$ cat src/wof_pkg.sv
// ----------------------------------------------------------------------------
// Wheel odometry filter package
// Widths, register indexes, payload structs and controller states shared by
// the odometry filter and its digit-serial arithmetic units.
// ----------------------------------------------------------------------------
`default_nettype none

package wof_pkg;

   // Field widths.
   localparam int COUNT_WIDTH    = 16;
   localparam int DISTANCE_WIDTH = 48;
   localparam int GAIN_WIDTH     = 24;
   localparam int RADIUS_WIDTH   = 16;
   localparam int PERIOD_WIDTH   = 16;
   localparam int RATE_WIDTH     = 32;
   localparam int SPEED_WIDTH    = 32;
   localparam int STEP_WIDTH     = 32;
   localparam int LENGTH_WIDTH   = 48;

   // Fraction bits dropped after the speed and distance products.
   localparam int RADIUS_FRAC = 8;
   localparam int PERIOD_FRAC = 16;

   // Configuration port.
   localparam int CSR_ADDR_WIDTH = 2;
   localparam int CSR_DATA_WIDTH = 24;
   localparam logic [CSR_ADDR_WIDTH-1:0] CSR_GAIN   = 2'd0;
   localparam logic [CSR_ADDR_WIDTH-1:0] CSR_RADIUS = 2'd1;
   localparam logic [CSR_ADDR_WIDTH-1:0] CSR_PERIOD = 2'd2;

   localparam logic [GAIN_WIDTH-1:0]   GAIN_RESET   = 24'd65536;
   localparam logic [RADIUS_WIDTH-1:0] RADIUS_RESET = 16'd768;
   localparam logic [PERIOD_WIDTH-1:0] PERIOD_RESET = 16'd328;

   // Operation codes.
   localparam logic OP_TICK  = 1'b0;
   localparam logic OP_CLEAR = 1'b1;

   // Digit-serial arithmetic.
   localparam int DIGIT_WIDTH      = 4;
   localparam int GAIN_DIGITS      = (GAIN_WIDTH + DIGIT_WIDTH - 1) / DIGIT_WIDTH;
   localparam int RADIUS_DIGITS    = (RADIUS_WIDTH + DIGIT_WIDTH - 1) / DIGIT_WIDTH;
   localparam int PERIOD_DIGITS    = (PERIOD_WIDTH + DIGIT_WIDTH - 1) / DIGIT_WIDTH;
   localparam int MPLIER_WIDTH     = GAIN_DIGITS * DIGIT_WIDTH;
   localparam int DIGIT_CNT_WIDTH  = $clog2(GAIN_DIGITS + 1);

   // The product register holds count * gain as well as rate * radius and
   // speed * period.
   localparam int RAW_PROD_WIDTH = COUNT_WIDTH + GAIN_WIDTH;
   localparam int SPD_PROD_WIDTH = RATE_WIDTH + RADIUS_WIDTH;
   localparam int PROD_WIDTH     = (RAW_PROD_WIDTH > SPD_PROD_WIDTH) ?
                                   RAW_PROD_WIDTH : SPD_PROD_WIDTH;

   // Filter sum raw + 4 * old and its division by five.
   localparam int SUM_WIDTH     = RATE_WIDTH + 3;
   localparam int DIV_DIGITS    = (SUM_WIDTH + DIGIT_WIDTH - 1) / DIGIT_WIDTH;
   localparam int DIV_WIDTH     = DIV_DIGITS * DIGIT_WIDTH;
   localparam int DIV_CNT_WIDTH = $clog2(DIV_DIGITS + 1);
   localparam int REM_WIDTH     = 3;

   typedef struct packed {
      logic                          op;
      logic signed [COUNT_WIDTH-1:0] left_count;
      logic signed [COUNT_WIDTH-1:0] right_count;
   } req_type;

   typedef struct packed {
      logic signed [SPEED_WIDTH-1:0]  left_speed;
      logic signed [SPEED_WIDTH-1:0]  right_speed;
      logic signed [LENGTH_WIDTH-1:0] total_length;
      logic signed [LENGTH_WIDTH-1:0] delta_length;
   } rsp_type;

   typedef struct packed {
      logic                       start;
      logic [DIGIT_CNT_WIDTH-1:0] digits;
   } mul_cmd_type;

   typedef enum logic [3:0] {
      ST_IDLE,
      ST_RAW_GO,
      ST_RAW_WAIT,
      ST_SUM,
      ST_DIV_GO,
      ST_DIV_WAIT,
      ST_SPEED_GO,
      ST_SPEED_WAIT,
      ST_STEP_GO,
      ST_STEP_WAIT,
      ST_DIST,
      ST_DONE
   } state_type;

endpackage

`default_nettype wire

$ cat src/wof_mul.sv
// ----------------------------------------------------------------------------
// Digit-serial multiplier
// Signed multiplicand times unsigned multiplier, one 4-bit multiplier digit
// per cycle, least significant digit first.
// ----------------------------------------------------------------------------
`default_nettype none

module wof_mul (
   input  logic                                   clock,
   input  logic                                   reset,
   input  wof_pkg::mul_cmd_type                   cmd,
   input  logic signed [wof_pkg::PROD_WIDTH-1:0]  mcand,
   input  logic [wof_pkg::MPLIER_WIDTH-1:0]       mplier,
   output logic                                   done,
   output logic signed [wof_pkg::PROD_WIDTH-1:0]  product
);
   import wof_pkg::*;

   logic                           busy_ff, busy_in;
   logic                           done_ff, done_in;
   logic [DIGIT_CNT_WIDTH-1:0]     cnt_ff, cnt_in;
   logic signed [PROD_WIDTH-1:0]   acc_ff, acc_in;
   logic signed [PROD_WIDTH-1:0]   mcand_ff, mcand_in;
   logic [MPLIER_WIDTH-1:0]        mplier_ff, mplier_in;

   logic signed [PROD_WIDTH+DIGIT_WIDTH:0] partial;
   logic signed [PROD_WIDTH-1:0]           term;

   always_comb begin
      // Only the low bits matter: the finished product always fits.
      partial = mcand_ff * $signed({1'b0, mplier_ff[DIGIT_WIDTH-1:0]});
      term    = partial[PROD_WIDTH-1:0];

      busy_in   = busy_ff;
      done_in   = 1'b0;
      cnt_in    = cnt_ff;
      acc_in    = acc_ff;
      mcand_in  = mcand_ff;
      mplier_in = mplier_ff;
      if (cmd.start) begin
         busy_in   = 1'b1;
         cnt_in    = cmd.digits;
         acc_in    = '0;
         mcand_in  = mcand;
         mplier_in = mplier;
      end else if (busy_ff) begin
         acc_in    = acc_ff + term;
         mcand_in  = mcand_ff <<< DIGIT_WIDTH;
         mplier_in = mplier_ff >> DIGIT_WIDTH;
         cnt_in    = cnt_ff - 1'b1;
         if (cnt_ff == DIGIT_CNT_WIDTH'(1)) begin
            busy_in = 1'b0;
            done_in = 1'b1;
         end
      end
   end

   always_ff @(posedge clock) begin
      if (reset) begin
         busy_ff <= 1'b0;
         done_ff <= 1'b0;
         cnt_ff  <= '0;
      end else begin
         busy_ff <= busy_in;
         done_ff <= done_in;
         cnt_ff  <= cnt_in;
      end
   end

   always_ff @(posedge clock) begin
      acc_ff    <= acc_in;
      mcand_ff  <= mcand_in;
      mplier_ff <= mplier_in;
   end

   assign done    = done_ff;
   assign product = acc_ff;

endmodule

`default_nettype wire

$ cat src/wof_div5.sv
// ----------------------------------------------------------------------------
// Digit-serial divide by five
// Rounds a signed sum divided by five to nearest, ties away from zero.
// Long division one 4-bit digit per cycle, most significant digit first.
// ----------------------------------------------------------------------------
`default_nettype none

module wof_div5 (
   input  logic                                  clock,
   input  logic                                  reset,
   input  logic                                  start,
   input  logic signed [wof_pkg::SUM_WIDTH-1:0]  dividend,
   output logic                                  done,
   output logic signed [wof_pkg::RATE_WIDTH-1:0] quotient
);
   import wof_pkg::*;

   logic                       busy_ff, busy_in;
   logic                       done_ff, done_in;
   logic [DIV_CNT_WIDTH-1:0]   cnt_ff, cnt_in;
   logic                       neg_ff, neg_in;
   logic [REM_WIDTH-1:0]       rem_ff, rem_in;
   logic [DIV_WIDTH-1:0]       mag_ff, mag_in;

   logic signed [DIV_WIDTH-1:0]          ext;
   logic [DIV_WIDTH-1:0]                 mag_start;
   logic [REM_WIDTH+DIGIT_WIDTH-1:0]     window;
   logic [10:0]                          est_full;
   logic [4:0]                           est;
   logic [7:0]                           est_x5;
   logic [7:0]                           diff;
   logic [DIGIT_WIDTH-1:0]               qdigit;
   logic [REM_WIDTH-1:0]                 rdigit;
   logic [RATE_WIDTH-1:0]                q_mag;

   always_comb begin
      // Magnitude plus two, so that truncating division rounds to nearest.
      ext       = DIV_WIDTH'(dividend);
      mag_start = dividend[SUM_WIDTH-1] ? (DIV_WIDTH'(2) - ext) : (ext + DIV_WIDTH'(2));

      // window / 5 for a window below 80: 13/64 overestimates by at most one.
      window   = {rem_ff, mag_ff[DIV_WIDTH-1 -: DIGIT_WIDTH]};
      est_full = (11'(window) * 11'd13) >> 6;
      est      = est_full[4:0];
      est_x5   = 8'(est) * 8'd5;
      diff     = 8'(window) - est_x5;
      if (diff[7]) begin
         qdigit = DIGIT_WIDTH'(est - 5'd1);
         rdigit = REM_WIDTH'(diff + 8'd5);
      end else begin
         qdigit = DIGIT_WIDTH'(est);
         rdigit = REM_WIDTH'(diff);
      end

      busy_in = busy_ff;
      done_in = 1'b0;
      cnt_in  = cnt_ff;
      neg_in  = neg_ff;
      rem_in  = rem_ff;
      mag_in  = mag_ff;
      if (start) begin
         busy_in = 1'b1;
         cnt_in  = DIV_CNT_WIDTH'(DIV_DIGITS);
         neg_in  = dividend[SUM_WIDTH-1];
         rem_in  = '0;
         mag_in  = mag_start;
      end else if (busy_ff) begin
         // Quotient digits enter at the bottom as dividend digits leave the top.
         mag_in = {mag_ff[DIV_WIDTH-DIGIT_WIDTH-1:0], qdigit};
         rem_in = rdigit;
         cnt_in = cnt_ff - 1'b1;
         if (cnt_ff == DIV_CNT_WIDTH'(1)) begin
            busy_in = 1'b0;
            done_in = 1'b1;
         end
      end

      q_mag    = mag_ff[RATE_WIDTH-1:0];
      quotient = neg_ff ? (RATE_WIDTH'(0) - q_mag) : q_mag;
   end

   always_ff @(posedge clock) begin
      if (reset) begin
         busy_ff <= 1'b0;
         done_ff <= 1'b0;
         cnt_ff  <= '0;
      end else begin
         busy_ff <= busy_in;
         done_ff <= done_in;
         cnt_ff  <= cnt_in;
      end
   end

   always_ff @(posedge clock) begin
      neg_ff <= neg_in;
      rem_ff <= rem_in;
      mag_ff <= mag_in;
   end

   assign done = done_ff;

endmodule

`default_nettype wire

$ cat src/wheel_odometry_filter_top.sv
// ----------------------------------------------------------------------------
// Wheel odometry filter
// Filters left and right encoder rates, converts them to speeds and
// integrates per-wheel distance; reports speeds, mean and half-difference.
// ----------------------------------------------------------------------------
// One item is in work at a time: a request is taken only in idle, after the
// last one's response has been loaded. On a tick each wheel in turn runs
// count*gain (6 digits), the divide by five (9 digits), rate*radius and
// speed*period (4 digits each); on a clear only rate*radius. They share
// one 4-bit digit-serial multiplier and one divider.
// Reset: registers to their defaults, rates and distances to zero.
`default_nettype none

module wheel_odometry_filter_top (
   input  logic                                 clock,
   input  logic                                 reset,
   input  logic                                 req_valid,
   output logic                                 req_ready,
   input  wof_pkg::req_type                     req_data,
   output logic                                 rsp_valid,
   input  logic                                 rsp_ready,
   output wof_pkg::rsp_type                     rsp_data,
   input  logic                                 csr_we,
   input  logic [wof_pkg::CSR_ADDR_WIDTH-1:0]   csr_addr,
   input  logic [wof_pkg::CSR_DATA_WIDTH-1:0]   csr_wdata
);
   import wof_pkg::*;

   localparam logic WHEEL_LEFT  = 1'b0;
   localparam logic WHEEL_RIGHT = 1'b1;
   localparam int   DSUM_WIDTH  = DISTANCE_WIDTH + 1;
   localparam int   EXT_WIDTH   = (DISTANCE_WIDTH > LENGTH_WIDTH) ?
                                  DISTANCE_WIDTH : LENGTH_WIDTH;
   localparam logic [DISTANCE_WIDTH-1:0] DIST_MAX = {1'b0, {(DISTANCE_WIDTH-1){1'b1}}};
   localparam logic [DISTANCE_WIDTH-1:0] DIST_MIN = {1'b1, {(DISTANCE_WIDTH-1){1'b0}}};

   function automatic logic signed [SPEED_WIDTH-1:0] sat32(
      input logic signed [PROD_WIDTH-1:0] x);
      logic all_ones;
      logic all_zeros;
      all_ones  = &x[PROD_WIDTH-1:SPEED_WIDTH-1];
      all_zeros = ~|x[PROD_WIDTH-1:SPEED_WIDTH-1];
      if (all_ones || all_zeros) begin
         sat32 = x[SPEED_WIDTH-1:0];
      end else if (x[PROD_WIDTH-1]) begin
         sat32 = {1'b1, {(SPEED_WIDTH-1){1'b0}}};
      end else begin
         sat32 = {1'b0, {(SPEED_WIDTH-1){1'b1}}};
      end
   endfunction

   // Control and state.
   state_type                        state_ff, state_in;
   logic                             wheel_ff, wheel_in;
   logic                             op_ff, op_in;
   logic                             rsp_valid_ff, rsp_valid_in;
   logic [GAIN_WIDTH-1:0]            gain_ff, gain_in;
   logic [RADIUS_WIDTH-1:0]          radius_ff, radius_in;
   logic [PERIOD_WIDTH-1:0]          period_ff, period_in;
   logic signed [RATE_WIDTH-1:0]     rate_left_ff, rate_left_in;
   logic signed [RATE_WIDTH-1:0]     rate_right_ff, rate_right_in;
   logic signed [DISTANCE_WIDTH-1:0] dist_left_ff, dist_left_in;
   logic signed [DISTANCE_WIDTH-1:0] dist_right_ff, dist_right_in;

   // Working payload.
   logic signed [COUNT_WIDTH-1:0]    left_count_ff, left_count_in;
   logic signed [COUNT_WIDTH-1:0]    right_count_ff, right_count_in;
   logic signed [SUM_WIDTH-1:0]      sum_ff, sum_in;
   logic signed [STEP_WIDTH-1:0]     step_ff, step_in;
   logic signed [SPEED_WIDTH-1:0]    speed_left_ff, speed_left_in;
   logic signed [SPEED_WIDTH-1:0]    speed_right_ff, speed_right_in;
   rsp_type                          rsp_data_ff, rsp_data_in;

   // Arithmetic unit interface.
   mul_cmd_type                      mul_cmd;
   logic signed [PROD_WIDTH-1:0]     mul_mcand;
   logic [MPLIER_WIDTH-1:0]          mul_mplier;
   logic                             mul_done;
   logic signed [PROD_WIDTH-1:0]     prod;
   logic                             div_start;
   logic                             div_done;
   logic signed [RATE_WIDTH-1:0]     div_quot;

   // Datapath.
   logic signed [COUNT_WIDTH-1:0]    cur_count;
   logic signed [RATE_WIDTH-1:0]     cur_rate;
   logic signed [SPEED_WIDTH-1:0]    cur_speed;
   logic signed [DISTANCE_WIDTH-1:0] cur_dist;
   logic signed [SPEED_WIDTH-1:0]    raw_sat;
   logic signed [PROD_WIDTH-1:0]     speed_round;
   logic signed [PROD_WIDTH-1:0]     speed_shift;
   logic signed [PROD_WIDTH-1:0]     step_round;
   logic signed [DSUM_WIDTH-1:0]     dist_sum;
   logic signed [DISTANCE_WIDTH-1:0] dist_next;
   logic signed [DSUM_WIDTH-1:0]     len_sum;
   logic signed [DSUM_WIDTH-1:0]     len_diff;
   logic signed [EXT_WIDTH-1:0]      total_ext;
   logic signed [EXT_WIDTH-1:0]      delta_ext;
   state_type                        state_after_wheel;
   logic                             rsp_load;

   wof_mul u_mul (
      .clock   (clock),
      .reset   (reset),
      .cmd     (mul_cmd),
      .mcand   (mul_mcand),
      .mplier  (mul_mplier),
      .done    (mul_done),
      .product (prod)
   );

   wof_div5 u_div5 (
      .clock    (clock),
      .reset    (reset),
      .start    (div_start),
      .dividend (sum_ff),
      .done     (div_done),
      .quotient (div_quot)
   );

   // Configuration writes.
   always_comb begin
      gain_in   = gain_ff;
      radius_in = radius_ff;
      period_in = period_ff;
      if (csr_we) begin
         case (csr_addr)
            CSR_GAIN:   gain_in   = csr_wdata[GAIN_WIDTH-1:0];
            CSR_RADIUS: radius_in = csr_wdata[RADIUS_WIDTH-1:0];
            CSR_PERIOD: period_in = csr_wdata[PERIOD_WIDTH-1:0];
            default: begin
            end
         endcase
      end
   end

   // Per-wheel operand selection and the arithmetic between unit results.
   always_comb begin
      cur_count = (wheel_ff == WHEEL_RIGHT) ? right_count_ff : left_count_ff;
      cur_rate  = (wheel_ff == WHEEL_RIGHT) ? rate_right_ff  : rate_left_ff;
      cur_speed = (wheel_ff == WHEEL_RIGHT) ? speed_right_ff : speed_left_ff;
      cur_dist  = (wheel_ff == WHEEL_RIGHT) ? dist_right_ff  : dist_left_ff;

      raw_sat = sat32(prod);

      // Round to nearest with ties toward plus infinity, then drop fraction.
      speed_round = prod + PROD_WIDTH'(1 << (RADIUS_FRAC - 1));
      speed_shift = speed_round >>> RADIUS_FRAC;
      step_round  = prod + PROD_WIDTH'(1 << (PERIOD_FRAC - 1));

      dist_sum = DSUM_WIDTH'(cur_dist) + DSUM_WIDTH'(step_ff);
      if (dist_sum[DISTANCE_WIDTH] != dist_sum[DISTANCE_WIDTH-1]) begin
         dist_next = dist_sum[DISTANCE_WIDTH] ? DIST_MIN : DIST_MAX;
      end else begin
         dist_next = dist_sum[DISTANCE_WIDTH-1:0];
      end

      // The extra bit keeps the sum exact; the arithmetic halving floors.
      len_sum   = DSUM_WIDTH'(dist_left_ff) + DSUM_WIDTH'(dist_right_ff);
      len_diff  = DSUM_WIDTH'(dist_left_ff) - DSUM_WIDTH'(dist_right_ff);
      total_ext = EXT_WIDTH'($signed(len_sum[DISTANCE_WIDTH:1]));
      delta_ext = EXT_WIDTH'($signed(len_diff[DISTANCE_WIDTH:1]));

      if (wheel_ff == WHEEL_LEFT) begin
         state_after_wheel = (op_ff == OP_CLEAR) ? ST_SPEED_GO : ST_RAW_GO;
      end else begin
         state_after_wheel = ST_DONE;
      end
   end

   // Sequencer.
   always_comb begin
      state_in       = state_ff;
      wheel_in       = wheel_ff;
      op_in          = op_ff;
      left_count_in  = left_count_ff;
      right_count_in = right_count_ff;
      rate_left_in   = rate_left_ff;
      rate_right_in  = rate_right_ff;
      dist_left_in   = dist_left_ff;
      dist_right_in  = dist_right_ff;
      sum_in         = sum_ff;
      step_in        = step_ff;
      speed_left_in  = speed_left_ff;
      speed_right_in = speed_right_ff;
      rsp_data_in    = rsp_data_ff;
      req_ready      = 1'b0;
      rsp_load       = 1'b0;
      div_start      = 1'b0;
      mul_cmd        = '0;
      mul_mcand      = '0;
      mul_mplier     = '0;

      case (state_ff)
         ST_IDLE: begin
            req_ready = 1'b1;
            if (req_valid) begin
               op_in          = req_data.op;
               left_count_in  = req_data.left_count;
               right_count_in = req_data.right_count;
               wheel_in       = WHEEL_LEFT;
               if (req_data.op == OP_CLEAR) begin
                  dist_left_in  = '0;
                  dist_right_in = '0;
                  state_in      = ST_SPEED_GO;
               end else begin
                  state_in = ST_RAW_GO;
               end
            end
         end
         ST_RAW_GO: begin
            mul_cmd.start  = 1'b1;
            mul_cmd.digits = DIGIT_CNT_WIDTH'(GAIN_DIGITS);
            mul_mcand      = PROD_WIDTH'(cur_count);
            mul_mplier     = MPLIER_WIDTH'(gain_ff);
            state_in       = ST_RAW_WAIT;
         end
         ST_RAW_WAIT: begin
            if (mul_done) begin
               state_in = ST_SUM;
            end
         end
         ST_SUM: begin
            sum_in   = SUM_WIDTH'(raw_sat) + (SUM_WIDTH'(cur_rate) <<< 2);
            state_in = ST_DIV_GO;
         end
         ST_DIV_GO: begin
            div_start = 1'b1;
            state_in  = ST_DIV_WAIT;
         end
         ST_DIV_WAIT: begin
            if (div_done) begin
               if (wheel_ff == WHEEL_RIGHT) begin
                  rate_right_in = div_quot;
               end else begin
                  rate_left_in = div_quot;
               end
               state_in = ST_SPEED_GO;
            end
         end
         ST_SPEED_GO: begin
            mul_cmd.start  = 1'b1;
            mul_cmd.digits = DIGIT_CNT_WIDTH'(RADIUS_DIGITS);
            mul_mcand      = PROD_WIDTH'(cur_rate);
            mul_mplier     = MPLIER_WIDTH'(radius_ff);
            state_in       = ST_SPEED_WAIT;
         end
         ST_SPEED_WAIT: begin
            if (mul_done) begin
               if (wheel_ff == WHEEL_RIGHT) begin
                  speed_right_in = sat32(speed_shift);
               end else begin
                  speed_left_in = sat32(speed_shift);
               end
               if (op_ff == OP_CLEAR) begin
                  wheel_in = WHEEL_RIGHT;
                  state_in = state_after_wheel;
               end else begin
                  state_in = ST_STEP_GO;
               end
            end
         end
         ST_STEP_GO: begin
            mul_cmd.start  = 1'b1;
            mul_cmd.digits = DIGIT_CNT_WIDTH'(PERIOD_DIGITS);
            mul_mcand      = PROD_WIDTH'(cur_speed);
            mul_mplier     = MPLIER_WIDTH'(period_ff);
            state_in       = ST_STEP_WAIT;
         end
         ST_STEP_WAIT: begin
            if (mul_done) begin
               step_in  = step_round[PERIOD_FRAC +: STEP_WIDTH];
               state_in = ST_DIST;
            end
         end
         ST_DIST: begin
            if (wheel_ff == WHEEL_RIGHT) begin
               dist_right_in = dist_next;
            end else begin
               dist_left_in = dist_next;
            end
            wheel_in = WHEEL_RIGHT;
            state_in = state_after_wheel;
         end
         ST_DONE: begin
            // Wait here only while the previous result has not been taken.
            if (!rsp_valid_ff || rsp_ready) begin
               rsp_load                 = 1'b1;
               rsp_data_in.left_speed   = speed_left_ff;
               rsp_data_in.right_speed  = speed_right_ff;
               rsp_data_in.total_length = total_ext[LENGTH_WIDTH-1:0];
               rsp_data_in.delta_length = delta_ext[LENGTH_WIDTH-1:0];
               state_in                 = ST_IDLE;
            end
         end
         default: begin
            state_in = ST_IDLE;
         end
      endcase

      rsp_valid_in = rsp_load || (rsp_valid_ff && !rsp_ready);
   end

   always_ff @(posedge clock) begin
      if (reset) begin
         state_ff <= ST_IDLE;
      end else begin
         state_ff <= state_in;
      end
   end

   always_ff @(posedge clock) begin
      if (reset) begin
         wheel_ff      <= WHEEL_LEFT;
         op_ff         <= OP_TICK;
         rsp_valid_ff  <= 1'b0;
         gain_ff       <= GAIN_RESET;
         radius_ff     <= RADIUS_RESET;
         period_ff     <= PERIOD_RESET;
         rate_left_ff  <= '0;
         rate_right_ff <= '0;
         dist_left_ff  <= '0;
         dist_right_ff <= '0;
      end else begin
         wheel_ff      <= wheel_in;
         op_ff         <= op_in;
         rsp_valid_ff  <= rsp_valid_in;
         gain_ff       <= gain_in;
         radius_ff     <= radius_in;
         period_ff     <= period_in;
         rate_left_ff  <= rate_left_in;
         rate_right_ff <= rate_right_in;
         dist_left_ff  <= dist_left_in;
         dist_right_ff <= dist_right_in;
      end
   end

   always_ff @(posedge clock) begin
      left_count_ff  <= left_count_in;
      right_count_ff <= right_count_in;
      sum_ff         <= sum_in;
      step_ff        <= step_in;
      speed_left_ff  <= speed_left_in;
      speed_right_ff <= speed_right_in;
      rsp_data_ff    <= rsp_data_in;
   end

   assign rsp_valid = rsp_valid_ff;
   assign rsp_data  = rsp_data_ff;

   // The multiplier and the divider are never both finishing at once.
   a_units_exclusive: assert property (@(posedge clock) disable iff (reset)
      !(mul_done && div_done))
      else $error("multiplier and divider finished together");

   // No arithmetic unit finishes while no item is in work.
   a_idle_quiet: assert property (@(posedge clock) disable iff (reset)
      state_ff == ST_IDLE |-> !mul_done && !div_done)
      else $error("arithmetic unit finished outside an item");

   // A clear always reports both lengths as zero.
   a_clear_lengths: assert property (@(posedge clock) disable iff (reset)
      rsp_load && op_ff == OP_CLEAR |=>
         rsp_data_ff.total_length == '0 && rsp_data_ff.delta_length == '0)
      else $error("clear response carries nonzero length");

   // Every accepted item starts with the left wheel.
   a_left_first: assert property (@(posedge clock) disable iff (reset)
      req_valid && req_ready |=> wheel_ff == WHEEL_LEFT)
      else $error("item did not start on the left wheel");

endmodule

`default_nettype wire

$ cat config.mk
export PLATFORM = sky130hd
export DESIGN_NAME = wheel_odometry_filter_top
export DESIGN_NICKNAME = d
export VERILOG_FILES = /design/src/wof_pkg.sv /design/src/wof_mul.sv /design/src/wof_div5.sv /design/src/wheel_odometry_filter_top.sv
export SDC_FILE = /design/constraint.sdc
export NUM_CORES = 2
export LEC_CHECK = 0
export ABC_CLOCK_PERIOD_IN_PS = 9400
export BUFFER_PORTS_ARGS = -buffer_cell sky130_fd_sc_hd__clkbuf_2
export CORE_MARGIN = 2
export CORE_UTILIZATION = 45
export CTS_BUF_LIST = sky130_fd_sc_hd__clkbuf_16
export CTS_CLUSTER_DIAMETER = 40
export DETAILED_ROUTE_END_ITERATION = 10
export GPL_ROUTABILITY_DRIVEN = 0
export PLACE_DENSITY_LB_ADDON = 0.12
export SLEW_MARGIN = 20
export SYNTH_ARGS = -nofsm -noshare
export SYNTH_HDL_FRONTEND = slang
export SYNTH_SLANG_ARGS = --single-unit
$ cat constraint.sdc
create_clock -name clock -period 9.4 [get_ports clock]
set_input_delay 1.41 -clock clock [delete_from_list [all_inputs] [get_ports clock]]
set_output_delay 1.41 -clock clock [all_outputs]
set_load 0.05 [all_outputs]
==> reports/qor.csv <==
stage;metric;value;unit
outcome;status;finished, final reports clean;
min_path;worst hold path endpoint;rsp_data[122]$_DFFE_PP_;
global_routing;first-pass GRT wire length;213;mm
layout;FF+latch area;18700;um2
sta;Layout Skew;0.0183;ns
route;Routed Antenna Nets;0;
min_path;hold path depth;0;
yosys;Post-synth EDFFs;432;
layout;Fillers;9808;
clock_tree;Reg clk slew, reported paths;0.06;ns
clock_tree;post-CTS resize count;0;
global_routing;Remaining Overflow, GRT;0;
yosys;share of synthesized registers carrying an async set or reset;0;%
global_routing;vias in the first global route;35700;
floorplan;I/O Pins;226;
layout;area of the multi-input gates;26700;um2
sta;relative slew slack;31.2;%
critical_path;slowest CP cell;fa_1;
route;DR WL met3;7.76;mm
clock_tree;H-tree levels;3;
yosys;Yosys cell types;80;
yosys;Post-Syn Instances;4993;
clock_tree;CTS tree;built;
min_path;Hold Crit Start;speed_right_ff[26]$_DFFE_PP_;
critical_path;CP Max Fanout;47;
sta;actual slew at the worst max-slew pin;1.03;ns
yosys;Synth Net Count;5509;
critical_path;Buf+Inv Stages, Crit Path;4;
power_and_ir_drop;Pwr per Cell Area;440;nW/um2
route;drc violations;0;
global_routing;largest net degree at the start of global routing;147;
global_routing;antenna violations before repair;3;
critical_path;Critical Path, Cell by Cell;buf_4 -> and2_1 -> fa_1 -> fa_1 -> inv_1 -> fa_1 -> inv_1 -> ha_1 -> a21o_1 -> a21oi_1 -> a2111oi_0 -> buf_4 -> o41ai_1 -> o211ai_1 -> o31ai_1 -> a31oi_1 -> o41ai_1 -> o21ai_0 -> xnor2_1 -> o21ai_0;
yosys;Yosys warnings;0;
placed_design;dpl cells;6386;
clock_tree;CTS Sinks;717;
sta;maximum clock rate;0.163;GHz
route;via count;37200;
floorplan;Die ar.;108000;um2
clock_tree;postcts setup bufs;0;
floorplan;placeable core area;105000;um2
critical_path;Worst Path Arrival;6.68;ns
route;vias per cell;5.64;
floorplan;Die Ht;329;um
sta;setup TNS;0;ns
flow_run;max-cap violations;0;
layout;Synth-to-Final Area Change;13.3;%
route;total wire length;139;mm
route;Pre-antenna DRT Iters;6;
floorplan;Die Width;329;um
critical_path;CP top delay family;compound AO/OA/AOI/OAI gates;
critical_path;CP Capture Type;register;
power_and_ir_drop;Peak VDD IR;0.000445;V
critical_path;Max stage delay on crit path;0.53;ns
placed_design;dpl hpwl;105;mm
clock_tree;clk buf depth;3;
sta;RSZ-0062 raised after global routing;no;
yosys;Syn Area/Cell;9.53;um2
sta;Setup Viol. Count Final;0;
layout;fin cells;6599;
critical_path;CP Class;register to register;
placed_design;PortBufs;225;
critical_path;Worst Reg-to-Reg Cells;20;
clock_tree;hold buffers post-CTS;0;
clock_tree;Root Buffer;clkbuf_16;
floorplan;num rows;119;
sta;crit share post-route;65.2;%
critical_path;reg-to-reg startpoint;u_mul.mplier_ff[1]$_DFFE_PP_;
route;WL met1;63.4;mm
sta;final hold viol count;0;
critical_path;most used cell, CP;fa_1;
yosys;register area share after synthesis;39.2;%
route;Initial DRC Count;2935;
sta;max-slew violation count;0;
clock_tree;clock latency on the worst-skew pair;0.70;ns
critical_path;Reg2Reg Capture Point;u_mul.product[47]$_SDFFE_PN0P_;
yosys;mapped cell area;47600;um2
route;Max Used Layer;met5;
critical_path;Startpoint Class;register;
layout;share of cells above drive strength 1;11.9;%
yosys;Synth Flop Type;edfxtp_1;
yosys;synthesized flop and latch total;717;
clock_tree;CTS buffer count;112;
power_and_ir_drop;Static Leak;21.9;nW
floorplan;initial cell density of the core;45.3;%
global_routing;total track usage;25.3;%
layout;ANT cells;0;
critical_path;Worst R2R Setup Slack;3.27;ns
sta;min Tclk post-route;6.13;ns
min_path;HP Class;register to register;
layout;NumNets Final;5626;
critical_path;Worst Path Required;9.96;ns
route;DR WL met2;64.1;mm
route;wire per inst;21.1;um
[cell usage in the layout, fill, tap and decap left out, types with 13 or more instances in the layout]
cell,netlist,final
a31oi_1,49,49
nor3_1,65,62
a211oi_1,86,86
a22o_1,40,40
o31ai_1,37,37
inv_6,0,21
inv_1,347,354
mux2i_1,87,86
and2_1,198,197
buf_4,0,53
or3_1,29,29
ha_1,307,307
clkinv_2,0,20
fa_1,145,145
bufinv_16,0,13
clkbuf_2,0,224
xnor2_1,239,237
a21o_1,108,108
o41ai_1,13,13
and3_1,26,26
clkbuf_16,0,114
mux2_2,87,87
maj3_1,28,28
dfxtp_1,285,283
nor2_1,365,355
o21bai_1,57,57
a21oi_1,412,412
nand3_1,71,69
nand4_1,40,40
nand2b_1,29,29
nor4_1,19,19
nand2_1,419,418
edfxtp_1,432,432
o21ai_0,266,265
nor2b_1,31,30
o21a_1,57,57
o22ai_1,29,29
xor2_1,123,123
a222oi_1,16,16
a221o_1,21,21
[routing by layer]
| metal | vias to the layer above | track usage, % |
|---|---|---|
| met3 | 226 | 3.25 |
| met4 | 4 | 7.52 |
| met5 | - | 0 |
| li1 | 17900 | - |
| met1 | 17900 | 35.1 |
| met2 | 1150 | 41.2 |
[synth_stat cells (29+ instances only)]
library cell | n | share of area, %
or3_1 | 29 | 0.38
xor2_1 | 123 | 2.3
dfxtp_1 | 285 | 12
a21oi_1 | 412 | 4.3
nor3_1 | 65 | 0.68
o21a_1 | 57 | 0.90
o21bai_1 | 57 | 0.90
a211oi_1 | 86 | 1.4
nor2b_1 | 31 | 0.41
fa_1 | 145 | 6.1
nand2b_1 | 29 | 0.38
nand4_1 | 40 | 0.53
mux2i_1 | 87 | 1.8
nand2_1 | 419 | 3.3
edfxtp_1 | 432 | 27
a21o_1 | 108 | 1.7
and2_1 | 198 | 2.6
o21ai_0 | 266 | 2.8
inv_1 | 347 | 2.7
nand3_1 | 71 | 0.75
nor2_1 | 365 | 2.9
o31ai_1 | 37 | 0.58
o22ai_1 | 29 | 0.38
ha_1 | 307 | 8.1
xnor2_1 | 239 | 4.4
a31oi_1 | 49 | 0.64
a22o_1 | 40 | 0.74
clkbuf_1 | 253 | 2.0
mux2_2 | 87 | 2.1
[registers in the layout, summed over array words and instances (netlist names), 3 cells and up]
signal,cells
u_div5.mag_ff,36
dist_right_ff,48
speed_left_ff,32
u_mul.product,48
state_ff,4
u_mul.mcand_ff,48
rate_right_ff,32
speed_right_ff,32
step_ff,32
left_count_ff,16
rate_left_ff,32
u_div5.rem_ff,3
dist_left_ff,48
u_div5.cnt_ff,4
period_ff,16
u_mul.mplier_ff,24
right_count_ff,16
gain_ff,24
u_mul.cnt_ff,3
radius_ff,16
rsp_data,160
sum_ff,35
[metrics by stage]
stage	setup slack [ns]	hold WS (ns)	util (%)	total power, mW	instance area [um2]
after detailed placement	3.34	0.432	47.6	19.3	50000
after floorplan	0.136	0.420	-	15.9	47600
final	3.27	0.441	51.3	23.7	53900
after CTS	3.33	0.441	51.3	23.7	53900
after global placement	3.42	0.425	47.6	19.2	50000
after global routing	2.80	0.452	51.3	25.9	53900
[worst max path at each step]
stage | start | to | slack (ns) | cells past startpoint
global route | u_mul.mplier_ff[1]$_DFFE_PP_ | u_mul.product[47]$_SDFFE_PN0P_ | 2.80 | 20
detailed placement | u_mul.mplier_ff[1]$_DFFE_PP_ | u_mul.product[47]$_SDFFE_PN0P_ | 3.34 | 20
global placement | u_mul.mplier_ff[1]$_DFFE_PP_ | u_mul.product[47]$_SDFFE_PN0P_ | 3.42 | 20
CTS | u_mul.mplier_ff[1]$_DFFE_PP_ | u_mul.product[47]$_SDFFE_PN0P_ | 3.33 | 20
finish | u_mul.mplier_ff[1]$_DFFE_PP_ | u_mul.product[47]$_SDFFE_PN0P_ | 3.27 | 20
floorplan | rsp_ready | rsp_data[0]$_DFFE_PP_ | 0.14 | 2
[worst reg2reg max path, stage by stage (launching register included)]
cell and delay, ns:
edfxtp_1 0.34, buf_4 0.39, and2_1 0.23, fa_1 0.43, fa_1 0.49, inv_1 0.06
fa_1 0.53, inv_1 0.04, ha_1 0.36, a21o_1 0.19, a21oi_1 0.22, a2111oi_0 0.16
buf_4 0.18, o41ai_1 0.47, o211ai_1 0.30, o31ai_1 0.43, a31oi_1 0.25, o41ai_1 0.44
o21ai_0 0.19, xnor2_1 0.18, o21ai_0 0.08
[where the power goes]
group | switching (mW) | internal [mW] | total, mW
clock network | 1.66 | 2.61 | 4.27
registers | 0.608 | 4.10 | 4.71
logic | 8.68 | 6.05 | 14.7
total | 10.9 | 12.8 | 23.7
[logic make-up after synthesis]
| logic type | after synthesis | synth area share, % |
|---|---|---|
| and+or+nand+nor | 1345 | 13.4 |
| AOI/OAI and AO/OA | 1286 | 17.1 |
| DFF | 717 | 39.2 |
| buffers and inverters | 629 | 4.98 |
| adders and majority gates | 480 | 14.8 |
| xor gates and xnor gates | 362 | 6.66 |
| muxes | 174 | 3.89 |
[cell type report]
cell class              instances  share of cell area, %
repair buffers                281                   2.96
well taps                    1391                   3.23
inverters                     351                   2.45
flip-flops and latches        717                   34.7
multi-input cells            3647                   49.5
clock inverters                98                   1.92
clock buffers                 114                   5.29
Power figures use the tool's default switching activity.
